`config.mk`:
```
export PLATFORM = sky130hd
export DESIGN_NAME = mspv2_frame_parser_top_flat
export DESIGN_NICKNAME = d
export VERILOG_FILES = /design/src/hdl/mspv2fp_pkg.sv /design/src/hdl/mspv2fp_rx_if.sv /design/src/hdl/mspv2fp_res_if.sv /design/src/hdl/mspv2_frame_parser_top.sv /design/src/flat_wrapper.sv
export SDC_FILE = /design/constraint.sdc
export NUM_CORES = 1
export LEC_CHECK = 0
export BUFFER_PORTS_ARGS = -buffer_cell sky130_fd_sc_hd__buf_2
export CAP_MARGIN = 5
export CORE_ASPECT_RATIO = 0.9
export CORE_UTILIZATION = 50
export CTS_CLUSTER_SIZE = 16
export DETAILED_ROUTE_END_ITERATION = 16
export GPL_TIMING_DRIVEN = 1
export PLACE_DENSITY_LB_ADDON = 0.2
export SYNTH_ARGS = -nofsm -noshare
export SYNTH_HDL_FRONTEND = slang
export SYNTH_SLANG_ARGS = --single-unit
```
`constraint.sdc`:
```
create_clock -name clk_i -period 3.4 [get_ports clk_i]
set_input_delay 0.51 -clock clk_i [delete_from_list [all_inputs] [get_ports clk_i]]
set_output_delay 0.51 -clock clk_i [all_outputs]
set_load 0.03 [all_outputs]
```
`src/hdl/mspv2fp_pkg.sv`:
```
`timescale 1ns / 1ps
// ----------------------------------------------------------------------------
// mspv2fp_pkg
// Shared constants and the CRC-8 DVB-S2 byte update for the MSPv2 frame parser.
// ----------------------------------------------------------------------------
package mspv2fp_pkg;

  // frame layout
  localparam int unsigned HeaderBytes = 5;
  localparam logic [7:0]  ChDollar    = 8'h24;  // '$'
  localparam logic [7:0]  ChX         = 8'h58;  // 'X'
  localparam logic [7:0]  ChCmd       = 8'h3C;  // '<'
  localparam logic [7:0]  ChResp      = 8'h3E;  // '>'
  localparam logic [7:0]  CrcPoly     = 8'hD5;

  // parser state codes
  localparam logic [2:0] StIdle    = 3'd0;
  localparam logic [2:0] StStart   = 3'd1;
  localparam logic [2:0] StType    = 3'd2;
  localparam logic [2:0] StHeader  = 3'd3;
  localparam logic [2:0] StPayload = 3'd4;
  localparam logic [2:0] StCrc     = 3'd5;

  // result event codes
  localparam logic [2:0] EvNone   = 3'd0;
  localparam logic [2:0] EvHeader = 3'd1;
  localparam logic [2:0] EvData   = 3'd2;
  localparam logic [2:0] EvGood   = 3'd3;
  localparam logic [2:0] EvBad    = 3'd4;

  // one byte through the msb-first crc-8 shift register
  function automatic logic [7:0] crc8_update(input logic [7:0] acc, input logic [7:0] b);
    logic [7:0] v;
    v = acc ^ b;
    for (int k = 0; k < 8; k++) begin
      if (v[7]) begin
        v = {v[6:0], 1'b0} ^ CrcPoly;
      end else begin
        v = {v[6:0], 1'b0};
      end
    end
    return v;
  endfunction

endpackage

```
`src/hdl/mspv2fp_rx_if.sv`:
```
`timescale 1ns / 1ps
// ----------------------------------------------------------------------------
// mspv2fp_rx_if
// Byte channel into the parser: valid/ready handshake with one received byte.
// ----------------------------------------------------------------------------
interface mspv2fp_rx_if;
  logic       valid;
  logic       ready;
  logic [7:0] rx_byte;

  modport source (output valid, output rx_byte, input ready);
  modport sink   (input valid, input rx_byte, output ready);
endinterface

```
`src/hdl/mspv2fp_res_if.sv`:
```
`timescale 1ns / 1ps
// ----------------------------------------------------------------------------
// mspv2fp_res_if
// Result channel out of the parser: valid/ready handshake with one result.
// ----------------------------------------------------------------------------
interface mspv2fp_res_if;
  logic        valid;
  logic        ready;
  logic        accepted;
  logic [2:0]  event_res;
  logic [7:0]  data_byte;
  logic [15:0] byte_index;
  logic        is_response;
  logic [7:0]  frame_flags;
  logic [15:0] function_code;
  logic [15:0] payload_length;

  modport source (output valid, output accepted, output event_res, output data_byte,
                  output byte_index, output is_response, output frame_flags,
                  output function_code, output payload_length, input ready);
  modport sink   (input valid, input accepted, input event_res, input data_byte,
                  input byte_index, input is_response, input frame_flags,
                  input function_code, input payload_length, output ready);
endinterface

```
`src/hdl/mspv2_frame_parser_top.sv`:
```
`timescale 1ns / 1ps
// The result for a byte is registered and shown in the cycle after its transaction.
// Throughput: one byte per cycle while results drain; the state step and the byte-wide crc
// update sit between the parser registers and the result register.
// A new byte is taken whenever the result register is empty or being drained.
// Reset (rst_ni low, asynchronous) returns the parser to idle, clears crc,
// counter, type and header field registers and empties the result register.
// ----------------------------------------------------------------------------
// mspv2_frame_parser_top
// MSPv2 frame recognizer: one received byte per transaction, one result each.
// ----------------------------------------------------------------------------
module mspv2_frame_parser_top (
  input  logic                  clk_i,
  input  logic                  rst_ni,
  mspv2fp_rx_if.sink            rx_i,
  mspv2fp_res_if.source         res_o
);

  // parser state
  logic [2:0]  state_q, state_d;
  logic [15:0] count_q, count_d;
  logic [7:0]  crc_q, crc_d;
  logic [7:0]  hdr_q [4];
  logic        type_q, type_d;
  logic [7:0]  flags_q, flags_d;
  logic [15:0] func_q, func_d;
  logic [15:0] len_q, len_d;

  // result register
  logic        out_valid_q;
  logic        acc_q, acc_d;
  logic [2:0]  ev_q, ev_d;
  logic [7:0]  data_q, data_d;
  logic [15:0] idx_q, idx_d;

  logic        take;
  logic        took;
  logic        hdr_we;
  logic [7:0]  b;
  logic [7:0]  crc_next;
  logic [15:0] count_inc;

  assign rx_i.ready = ~out_valid_q | res_o.ready;
  assign take       = rx_i.valid & rx_i.ready;
  assign b          = rx_i.rx_byte;
  assign crc_next   = mspv2fp_pkg::crc8_update(crc_q, b);
  assign count_inc  = count_q + 16'd1;

  // one parser step for the incoming byte
  always_comb begin
    state_d = state_q;
    count_d = count_q;
    crc_d   = crc_q;
    type_d  = type_q;
    flags_d = flags_q;
    func_d  = func_q;
    len_d   = len_q;
    took    = 1'b0;
    hdr_we  = 1'b0;
    ev_d    = mspv2fp_pkg::EvNone;
    data_d  = 8'd0;
    idx_d   = 16'd0;
    case (state_q)
      mspv2fp_pkg::StIdle: begin
        if (b == mspv2fp_pkg::ChDollar) begin
          state_d = mspv2fp_pkg::StStart;
          took    = 1'b1;
        end
      end
      mspv2fp_pkg::StStart: begin
        state_d = (b == mspv2fp_pkg::ChX) ? mspv2fp_pkg::StType : mspv2fp_pkg::StIdle;
      end
      mspv2fp_pkg::StType: begin
        flags_d = 8'd0;
        func_d  = 16'd0;
        len_d   = 16'd0;
        count_d = 16'd0;
        crc_d   = 8'd0;
        type_d  = 1'b0;
        state_d = mspv2fp_pkg::StHeader;
        if (b == mspv2fp_pkg::ChResp) begin
          type_d = 1'b1;
        end else if (b != mspv2fp_pkg::ChCmd) begin
          state_d = mspv2fp_pkg::StIdle;
        end
      end
      mspv2fp_pkg::StHeader: begin
        crc_d   = crc_next;
        hdr_we  = (count_q < 16'd4);
        count_d = count_inc;
        if (count_inc >= 16'(mspv2fp_pkg::HeaderBytes)) begin
          flags_d = hdr_q[0];
          func_d  = {hdr_q[2], hdr_q[1]};
          len_d   = {b, hdr_q[3]};
          count_d = 16'd0;
          state_d = ({b, hdr_q[3]} == 16'd0) ? mspv2fp_pkg::StCrc
                                              : mspv2fp_pkg::StPayload;
          ev_d    = mspv2fp_pkg::EvHeader;
        end
      end
      mspv2fp_pkg::StPayload: begin
        crc_d   = crc_next;
        ev_d    = mspv2fp_pkg::EvData;
        data_d  = b;
        idx_d   = count_q;
        count_d = count_inc;
        if (count_inc == len_q) begin
          state_d = mspv2fp_pkg::StCrc;
        end
      end
      mspv2fp_pkg::StCrc: begin
        took    = 1'b1;
        ev_d    = (crc_q == b) ? mspv2fp_pkg::EvGood : mspv2fp_pkg::EvBad;
        state_d = mspv2fp_pkg::StIdle;
      end
      default: begin
        state_d = mspv2fp_pkg::StIdle;
      end
    endcase
    acc_d = took | (state_d != mspv2fp_pkg::StIdle);
  end

  // parser registers
  always_ff @(posedge clk_i or negedge rst_ni) begin
    if (!rst_ni) begin
      state_q <= mspv2fp_pkg::StIdle;
      count_q <= 16'd0;
      crc_q   <= 8'd0;
      type_q  <= 1'b0;
      flags_q <= 8'd0;
      func_q  <= 16'd0;
      len_q   <= 16'd0;
    end else if (take) begin
      state_q <= state_d;
      count_q <= count_d;
      crc_q   <= crc_d;
      type_q  <= type_d;
      flags_q <= flags_d;
      func_q  <= func_d;
      len_q   <= len_d;
    end
  end

  // header byte store, written in order within a frame
  always_ff @(posedge clk_i) begin
    if (take && hdr_we) begin
      hdr_q[count_q[1:0]] <= b;
    end
  end

  // result valid
  always_ff @(posedge clk_i or negedge rst_ni) begin
    if (!rst_ni) begin
      out_valid_q <= 1'b0;
    end else if (take) begin
      out_valid_q <= 1'b1;
    end else if (res_o.ready) begin
      out_valid_q <= 1'b0;
    end
  end

  // result payload
  always_ff @(posedge clk_i) begin
    if (take) begin
      acc_q  <= acc_d;
      ev_q   <= ev_d;
      data_q <= data_d;
      idx_q  <= idx_d;
    end
  end

  assign res_o.valid          = out_valid_q;
  assign res_o.accepted       = acc_q;
  assign res_o.event_res      = ev_q;
  assign res_o.data_byte      = data_q;
  assign res_o.byte_index     = idx_q;
  assign res_o.is_response    = type_q;
  assign res_o.frame_flags    = flags_q;
  assign res_o.function_code  = func_q;
  assign res_o.payload_length = len_q;

endmodule

```
`src/flat_wrapper.sv`:
```
// flat-port wrapper written by rule: the top's interface ports become plain ports
module mspv2_frame_parser_top_flat 
  (clk_i, rst_ni, rx_i_valid, rx_i_rx_byte, rx_i_ready, res_o_valid, res_o_accepted, res_o_event_res, res_o_data_byte, res_o_byte_index, res_o_is_response, res_o_frame_flags, res_o_function_code, res_o_payload_length, res_o_ready);
  mspv2fp_rx_if rx_i_i ();
  mspv2fp_res_if res_o_i ();
  input  logic clk_i;
  input  logic rst_ni;
  input wire logic [$bits(rx_i_i.valid)-1:0] rx_i_valid;
  input wire logic [$bits(rx_i_i.rx_byte)-1:0] rx_i_rx_byte;
  output wire logic [$bits(rx_i_i.ready)-1:0] rx_i_ready;
  output wire logic [$bits(res_o_i.valid)-1:0] res_o_valid;
  output wire logic [$bits(res_o_i.accepted)-1:0] res_o_accepted;
  output wire logic [$bits(res_o_i.event_res)-1:0] res_o_event_res;
  output wire logic [$bits(res_o_i.data_byte)-1:0] res_o_data_byte;
  output wire logic [$bits(res_o_i.byte_index)-1:0] res_o_byte_index;
  output wire logic [$bits(res_o_i.is_response)-1:0] res_o_is_response;
  output wire logic [$bits(res_o_i.frame_flags)-1:0] res_o_frame_flags;
  output wire logic [$bits(res_o_i.function_code)-1:0] res_o_function_code;
  output wire logic [$bits(res_o_i.payload_length)-1:0] res_o_payload_length;
  input wire logic [$bits(res_o_i.ready)-1:0] res_o_ready;
  assign rx_i_i.valid = rx_i_valid;
  assign rx_i_i.rx_byte = rx_i_rx_byte;
  assign rx_i_ready = rx_i_i.ready;
  assign res_o_valid = res_o_i.valid;
  assign res_o_accepted = res_o_i.accepted;
  assign res_o_event_res = res_o_i.event_res;
  assign res_o_data_byte = res_o_i.data_byte;
  assign res_o_byte_index = res_o_i.byte_index;
  assign res_o_is_response = res_o_i.is_response;
  assign res_o_frame_flags = res_o_i.frame_flags;
  assign res_o_function_code = res_o_i.function_code;
  assign res_o_payload_length = res_o_i.payload_length;
  assign res_o_i.ready = res_o_ready;
  mspv2_frame_parser_top u_core (.clk_i(clk_i), .rst_ni(rst_ni), .rx_i(rx_i_i), .res_o(res_o_i));
endmodule
```
# Word level (Yosys, flattened, before mapping)
# Memory sizes are Yosys's and may differ from the RTL's.
# Index checks and enable logic that the tools add are counted.
# word_totals
output_inout_bits	71
memories	1
input_bits	12
regBits	97
wordCells	90
ram_bits	32
# op_classes
eq_ne	12
bitwise	13
reduce_logical	13
n_mux	36
addsub	1
n_lt_le_gt_ge	2
# memory_table
name	words	word_bits	read_ports	rd_clocked_by_memory_dff	wr	line_no	source
u_core.hdr_q	4	8	4	0	1	mspv2_frame_parser_top.sv:23	logic [7:0] hdr_q [4];
# ops
op	count
8-bit 2-to-1 mux	9
16-bit one-hot mux with 2 select lines	2
16-bit 2-to-1 mux	3
16-bit one-hot mux with 3 select lines	1
5-bit NOT	8
8-bit one-hot mux with 2 select lines	2
16-bit by 1-bit adder with 16-bit output, second input constant	1
16-bit == test	1
8-bit by 6-bit == test with 1-bit output, second input constant	2
16-bit by 3-bit >= comparator with 1-bit output, second input constant	1
16-bit logical NOT	1
16-bit by 3-bit less-than comparator with 1-bit output, second input constant	1
3-bit 2-to-1 mux	5
3-bit one-hot mux with 5 select lines	1
1-bit 2-to-1 mux	9
3-bit one-hot mux with 3 select lines	1
8-bit by 7-bit == test with 1-bit output, second input constant	1
8-bit == test	1
8-bit by 6-bit != test with 1-bit output, second input constant	1
8-bit bitwise XOR	1
3-bit by 2-bit == test with 1-bit output, second input constant	2
3-bit == test, second input constant	2
2-bit AND reduction	3
2-bit nonzero test	3
other kinds (12)	15

# Longest topological paths before layout
# Gate-level depths: netlist of run 1.
# depth
word_depth	18
mapped_depth	10
ltp_nobuf	8

# Least setup slack after synthesis of run 1
# No wires, ideal clock.
# synth_timing
kind	reg-to-reg
start	reg u_core.count_q[0]
end	reg u_core.len_q[2], in the netlist u_core.res_o.payload_length[2]
required_time_ns	3.262
slack_ns	0.628
setup_ns	0.138
arrival_time_ns	2.634
path_buffers	3
synth_period_minus_slack_ns	2.772
path_stages_with_launch	11
cell_sequence	dfrtp_1 -> ha_1 -> buf_4 -> nand4_2 -> nor4_1 -> a32oi_1 -> a2111oi_4 -> and2_1 -> buf_2 -> buf_6 -> o221ai_1
# synth_via
elab_chain_len	4
# synth_lines
element	line_no	source
start, declared	mspv2_frame_parser_top.sv:21	logic [15:0] count_q, count_d;
start signal, assigned	mspv2_frame_parser_top.sv:135	count_q <= count_d;
16-bit by 1-bit adder with 16-bit output	mspv2_frame_parser_top.sv:47	assign count_inc = count_q + 16'd1;
16-bit by 3-bit >= comparator with 1-bit output	mspv2_frame_parser_top.sv:91	if (count_inc >= 16'(mspv2fp_pkg::HeaderBytes)) begin
2-bit by 1-bit != test with 1-bit output (no line)	-	
3-bit AND reduction (no line)	-	
end signal, assigned	mspv2_frame_parser_top.sv:140	len_q <= len_d;
end, declared	mspv2_frame_parser_top.sv:27	logic [15:0] len_q, len_d;
# No other way between the ends.
# A chain may end at the register's enable or synchronous reset.

# Worst setup path in the final report of run 1
# layout_timing
start	reg u_core.count_q[0]
end	reg u_core.count_q[8]
# layout_via
elab_chain_len	4
# layout_lines
element	line_no	source
16-bit by 1-bit adder with 16-bit output (*)	mspv2_frame_parser_top.sv:47	
16-bit by 3-bit >= comparator with 1-bit output	mspv2_frame_parser_top.sv:91	
16-bit 2-to-1 mux	mspv2_frame_parser_top.sv:91	
16-bit one-hot mux with 3 select lines (*)	mspv2_frame_parser_top.sv:63	case (state_q)
# Every way passes the cells marked *; elsewhere a longest branch is shown, timed or not.

==> summary.md, run 1 <==
| Metric | Value |
|---|---|
| Status | `finished, final reports clean` |
| Largest net degree at the start of global routing | `approximately 90` |
| Cell Count Post-Placement | `roughly 850` |
| Post-Place Worst Slack | `approximately 0.21 ns` |
| Num rows | `39` |
| Synth Area per Inst | `about 10 µm²` |
| Fmax | `roughly 320 MHz` |
| Sequential area share after synthesis | `approximately 53%` |
| Via Count | `about 5400` |
| Total gr overflow | `0` |
| Critical path class | `reg2reg` |
| Initial Util | `about half` |
| Area growth from synthesis to layout | `17.7%` |
| Placed Area | `slightly above 7000 µm²` |
| Die X-Extent | `approximately 120 µm` |
| Worst vdd ir | `0.463 mV` |
| CTS Buf Count | `17` |
| Die height | `about 110 µm` |
| Final Worst Setup Slack | `0.284 ns` |
| Total core area | `roughly 13000 µm²` |
| Nets | `718` |
| TritonCTS clock tree | `yes` |
| Setup bufs post-CTS | `0` |
| Clock transition at path regs | `about 0.050 ns` |
| Initial antenna violation count | `0` |
| Yosys warns | `0` |
| Slowest stage delay, CP | `~0.57 ns` |
| Clk_skew | `0.0129 ns` |
| GPL Wtd Cong | `slightly above 0.9` |
| Leak pwr | `~3.2 nW` |
| Synth Instances | `633` |
| RSZ-0062 raised after global routing | `false` |
| Ys flop type | `dfrtp_1` |
| Die area | `13700 µm²` |
| DRC viols | `0` |
| Diodes inserted | `0` |
| Cell variety after synth | `57` |
| Top-Level Pins | `83` |
| Worst slew pin tran | `around 0.93 ns` |
| Fin. Hold Viols | `0` |
| Max Cap Viol | `0` |
| Final Setup Violations | `0` |
| Final instance area | `between 7000 and 8000 µm²` |
| First-pass GRT wire length | `roughly 28000 µm` |
| Starting DRT DRC Count | `539` |
| Gr usage total | `27.7%` |
| CTS root buffer | `clkbuf_16` |
| H-tree levels | `4` |
| CP Max Fanout | `9` |
| WHS | `~0.21 ns` |
| Hold-fix buffers at CTS | `0` |
| Worst path cell trace | `ha_1 > nand4_2 > nor3_1 > buf_4 > or4_1 > a2111oi_4 > a21oi_2 > buf_4 > o31ai_1` |
| Min Clock Period, post-route | `a little over 3 ns` |
| DR vias/cell | `slightly above 6` |
| PortBufs | `a little over 80` |
| WP data arrival | `3.43 ns` |
| Final core utilization | `about three fifths` |
| Period Utilization, post-route | `91.7%` |
| Endpoint class of the critical path | `flip-flop` |
| Cell Area, Synth | `6640 µm²` |
| Placed wire-length estimate | `around 12000 µm` |
| Power consumption | `between 6 and 7 mW` |
| Routed WL per cell | `20.5 µm` |
| Layout cells sized above 1 | `a little over a fifth` |
| Pwr Density | `813 nW/µm²` |
| Finished Layout Cells | `roughly 880` |
| Setup TNS | `0 ns` |
| Cell mode on critical path | `buf_4` |
| Syn_nets | `between 600 and 700` |
| Final ANT Viol Nets | `0` |
| CTS max path bufs | `2` |
| Number of synthesized register bits | `between 100 and 150` |
| Skew-Pair Late Insertion Delay | `~0.42 ns` |
| Vias in the first global route | `5084` |
| Max-slew headroom | `37.5%` |
| Pre-Repair DR Iteration Count | `5` |
| Async SR Flop Fraction | `about 53%` |
| Critical Path RT | `~3.7 ns` |
| Drt total wl | `between 15000 and 20000 µm` |
| Post-synth EDFFs | `60` |
| CP max-delay cell | `a2111oi_4` |
| Startpoint types | `flip-flop` |
| Clock sink count | `between 100 and 150` |
| Hold Path Class | `in2async` |
| Slew Limit Fails | `0` |
## repair_timing
action	4_1_cts	5_1_grt
hold endpoints to repair	0	0
endpoints found under the setup margin	0	36
gates resized for setup	0	2
## registers in the layout, indices dropped and copies added (netlist names)
signal                       flops
u_core.crc_q                     8
u_core.res_o.is_response         1
u_core.res_o.data_byte           8
u_core.count_q                  16
u_core.res_o.accepted            1
u_core.res_o.payload_length     16
u_core.hdr_q                    32
u_core.res_o.valid               1
u_core.state_q                   3
u_core.res_o.byte_index         16
u_core.res_o.function_code      16
u_core.res_o.frame_flags         8
u_core.res_o.event_res           3
## cell families after synthesis
logic type               after synthesis  synth area share (%)
buffers and inverters                 68                  4.47
AND/OR/NAND/NOR                      267                  21.3
AO/OA/AOI/OAI                        103                  10.9
multiplexers                           3                 0.471
adder cells (fa/ha/maj)                6                  1.13
XOR/XNOR                              57                  8.60
flip-flops                           129                  53.2
## cell type report
class / instances / area (µm²)
Fill cell: 1040 / 5030
Sequential cell: 129 / 3530
Multi-Input combinational cell: 436 / 2830
Timing Repair Buffer: 106 / 619
Clock buffer: 24 / 502
Tap cell: 164 / 205
Clock inverter: 8 / 80.1
Inverter: 10 / 37.5
## final timing paths
check                             startpoint                        endpoint  slack (ns)  cells after the start
max                        u_core.count_q[0]               u_core.count_q[8]        0.28                      9
min                                   rst_ni               u_core.count_q[5]        0.21                      1
max reg2reg                u_core.count_q[0]               u_core.count_q[8]        0.28                      9
min reg2reg                  u_core.crc_q[6]                 u_core.crc_q[6]        0.51                      2
max in group asynchronous             rst_ni  u_core.res_o.function_code[14]        2.36                      2
min in group clk_i                rx_i_valid              u_core.res_o.valid        0.30                      2
## Yosys cell counts, types with 3 or more instances
library cell  number  area, µm²
buf_2              6       30.0
nand3_1           51        255
buf_1              4       15.0
edfxtp_1          60       1800
clkbuf_1          43        161
or3_1              3       18.8
xnor3_1            3       67.6
ha_1               6       75.1
buf_6              4       45.0
and3_1            23        144
and2_1             7       43.8
nand2b_1           7       43.8
o21ai_0           16       80.1
nor2_1            19       71.3
a2111oi_0          3       26.3
nor4_1             8       50.1
inv_1             10       37.5
nand2_1           74        278
dfrtp_1           69       1730
nor4b_1            3       26.3
xor2_1            23        201
nor3_1            10       50.1
o221ai_1           3       26.3
o31ai_1            4       30.0
a21oi_1           19       95.1
nand4_1           49        307
o211ai_1          39        293
xnor2_1           29        254
a31oi_1            3       18.8
## worst max-delay path, delay by kind of cell, from the launching register on
| family | cells | cell delay, ns |
|---|---|---|
| simple gates | 3 | 0.77 |
| fa+ha+maj | 1 | 0.28 |
| compound gates | 3 | 1.07 |
| flops | 1 | 0.49 |
| buf+inv | 2 | 0.40 |
## per-layer routing
| layer | wire length (µm) | global-route usage [%] | vias up |
|---|---|---|---|
| met1 | 8060 | 40.6 | 2655 |
| met3 | 1370 | 6.22 | 18 |
| met2 | 8340 | 41.2 | 257 |
| met4 | 170 | 7.23 | 0 |
| li1 | - | - | 2485 |
| met5 | 0 | 0 | - |
## cell usage in the layout, fill, tap and decap left out, types with 9 or more instances in the layout
cell,netlist,final
nand2_1,74,74
xnor2_1,29,29
and3_1,23,23
nand4_1,49,49
inv_1,10,10
dfrtp_1,69,68
nand3_1,51,51
nor2_1,19,19
buf_2,6,82
nor3_1,10,9
buf_4,1,21
a21oi_1,19,18
o21ai_0,16,16
o211ai_1,39,39
clkbuf_16,0,17
xor2_1,23,23
edfxtp_1,60,60
## report_power, final
part,internal (mW),switching (mW),total [mW]
clock,1.10,0.662,1.76
combinational,0.816,1.46,2.27
sequential,1.95,0.358,2.31
Power figures use the tool's default switching activity.
==> run 2: changes to the inputs <==
RECOVER_POWER = 50   (was unset)
==> run 2 against run 1 <==
Net effect:
- the flow now finishes with violations (capacitance limit, slew limit)
- sequential power hardly changed
- highest routed layer unchanged
- flip-flop and latch count unchanged
- utilization fell by 0.58 points
- clock skew is 0.0022 ns lower
==> summary.md, run 2 (synthesized netlist as in run 1, its figures left out) <==
| Metric | Value |
|---|---|
| Initial Util | `~52%` |
| CTS Buf Count | `17` |
| Critical Path RT | `between 3 and 4 ns` |
| Skew-Pair Late Insertion Delay | `slightly above 0.4 ns` |
| Final ANT Viol Nets | `0` |
| Num rows | `39` |
| Max reg flops | `32` |
| CP Max Fanout | `9` |
| Pre-Repair DR Iteration Count | `7` |
| H-tree levels | `4` |
| Hold wc startpoint | `rx_i_valid` |
| Worst vdd ir | `between 0.4 and 0.5 mV` |
| Hold Path Class | `in2reg` |
| Min Clock Period, post-route | `3.12 ns` |
| Hold-fix buffers at CTS | `0` |
| Leak pwr | `between 3 and 4 nW` |
| Diodes inserted | `0` |
| Cell Count Post-Placement | `about 850` |
| Die area | `roughly 14000 µm²` |
| Final Worst Setup Slack | `0.278 ns` |
| Hold Path Stages | `2` |
| Endpoint class of the critical path | `flip-flop` |
| Post-cts resize count | `0` |
| Fin. Hold Viols | `0` |
| Clk_skew | `approximately 0.011 ns` |
| Status | `finished with violations` |
| Vias in the first global route | `between 5000 and 6000` |
| CTS root buffer | `clkbuf_16` |
| Die X-Extent | `between 100 and 150 µm` |
| Routed WL per cell | `just over 20 µm` |
| Startpoint types | `flip-flop` |
| Nets | `just over 700` |
| Setup bufs post-CTS | `0` |
| Initial antenna violation count | `0` |
| Period Utilization, post-route | `around nine tenths` |
| Total core area | `around 13000 µm²` |
| CTS max path bufs | `2` |
| DRC viols | `0` |
| Pwr Density | `818 nW/µm²` |
| TritonCTS clock tree | `yes` |
| Final Setup Violations | `0` |
| Die height | `between 100 and 150 µm` |
| Total gr overflow | `0` |
| Post-Place Worst Slack | `between 0.2 and 0.25 ns` |
| Largest net degree at the start of global routing | `just under 90` |
| Via Count | `around 5400` |
| GPL Wtd Cong | `just over 0.9` |
| Clock sink count | `around 130` |
| Drt total wl | `between 15000 and 20000 µm` |
| Worst slew pin tran | `between 2 and 2.5 ns` |
| Commonest non-fill, non-tap cell in the layout | `nand2_1` |
| Placed wire-length estimate | `roughly 12000 µm` |
| Slew Limit Fails | `35` |
| Commonest non-fill, non-tap cells in the layout | `nand2_1, dfrtp_1, edfxtp_1, clkbuf_1, nand3_1` |
| Top-Level Pins | `83` |
| Area growth from synthesis to layout | `16.5%` |
| RSZ-0062 raised after global routing | `false` |
| Starting DRT DRC Count | `approximately 520` |
| First-pass GRT wire length | `around 28000 µm` |
| Worst r2r src | `u_core.count_q[0]` |
| Finished Layout Cells | `roughly 900` |
| PortBufs | `82` |
| DR vias/cell | `approximately 6` |
| Fmax | `around 320 MHz` |
| Setup TNS | `0 ns` |
| WP data arrival | `3.44 ns` |
| Max-slew headroom | `-40.4%` |
| Setup crit start | `u_core.count_q[0]` |
| Max Cap Viol | `1` |
| Clock transition at path regs | `roughly 0.060 ns` |
| Gr usage total | `between 20% and 30%` |
| Final core utilization | `roughly three fifths` |
| Failing checks | `capacitance limit, slew limit` |
| Critical path class | `reg2reg` |
| Layout cells sized above 1 | `approximately 14%` |
| Cell depth of the worst flop-to-flop path | `9` |
[run 2: cell count changes in the layout (fill, tap and decap cells not counted), sizes merged]
cell and change:
buf -53, clkbuf +53
[run 2: critical path, cell delays in order (launching register included)]
cell	delay (ns)
dfrtp_1	0.49
ha_1	0.27
nand4_2	0.20
nor3_1	0.10
buf_4	0.16
or4_1	0.47
a2111oi_4	0.57
a21oi_2	0.27
buf_4	0.24
o31ai_1	0.23
[run 2: layer usage]
| metal | part of all wire [%] | wire length [µm] | vias to the layer above | track usage, % |
|---|---|---|---|---|
| met5 | 0 | 0 | - | 0 |
| met4 | 1.1 | 195 | 0 | 7.23 |
| met3 | 7.3 | 1310 | 25 | 6.22 |
| met2 | 46 | 8340 | 246 | 41.2 |
| met1 | 45 | 8130 | 2640 | 40.6 |
| li1 | - | - | 2477 | - |
[run 2: cell type report]
type,count,area [µm²]
Clock buffer,24,502
Clock inverter,8,80.1
Fill cell,1063,5100
Inverter,10,37.5
Multi-Input combinational cell,436,2830
Sequential cell,129,3530
Tap cell,164,205
Timing Repair Buffer,106,546
[run 2: worst paths after layout]
kind / to / slack [ns]
max in group asynchronous: u_core.res_o.function_code[14] / 0.85
worst min-delay path: u_core.res_o.valid / 0.30
worst min register to register: u_core.crc_q[6] / 0.51
worst max-delay path: u_core.count_q[8] / 0.28
worst max register to register: u_core.count_q[8] / 0.28
min in group asynchronous: u_core.res_o.valid / 0.70
[run 2: where the power goes]
group	leakage [nW]	internal [mW]	switching [mW]
combinational	1.22	0.788	1.46
sequential	1.51	1.95	0.362
clock	0.278	1.10	0.664
[run 2: metrics by stage]
stage               hold slack [ns]  instance area [µm²]  power (mW)
finish                        0.302                 7730        6.33
global route                  0.320                 7730        6.62
CTS                           0.239                 7800        6.37
detailed placement            0.494                 7210        4.59
global placement              0.484                 7210        4.52
floorplan                     0.214                 6640        3.90
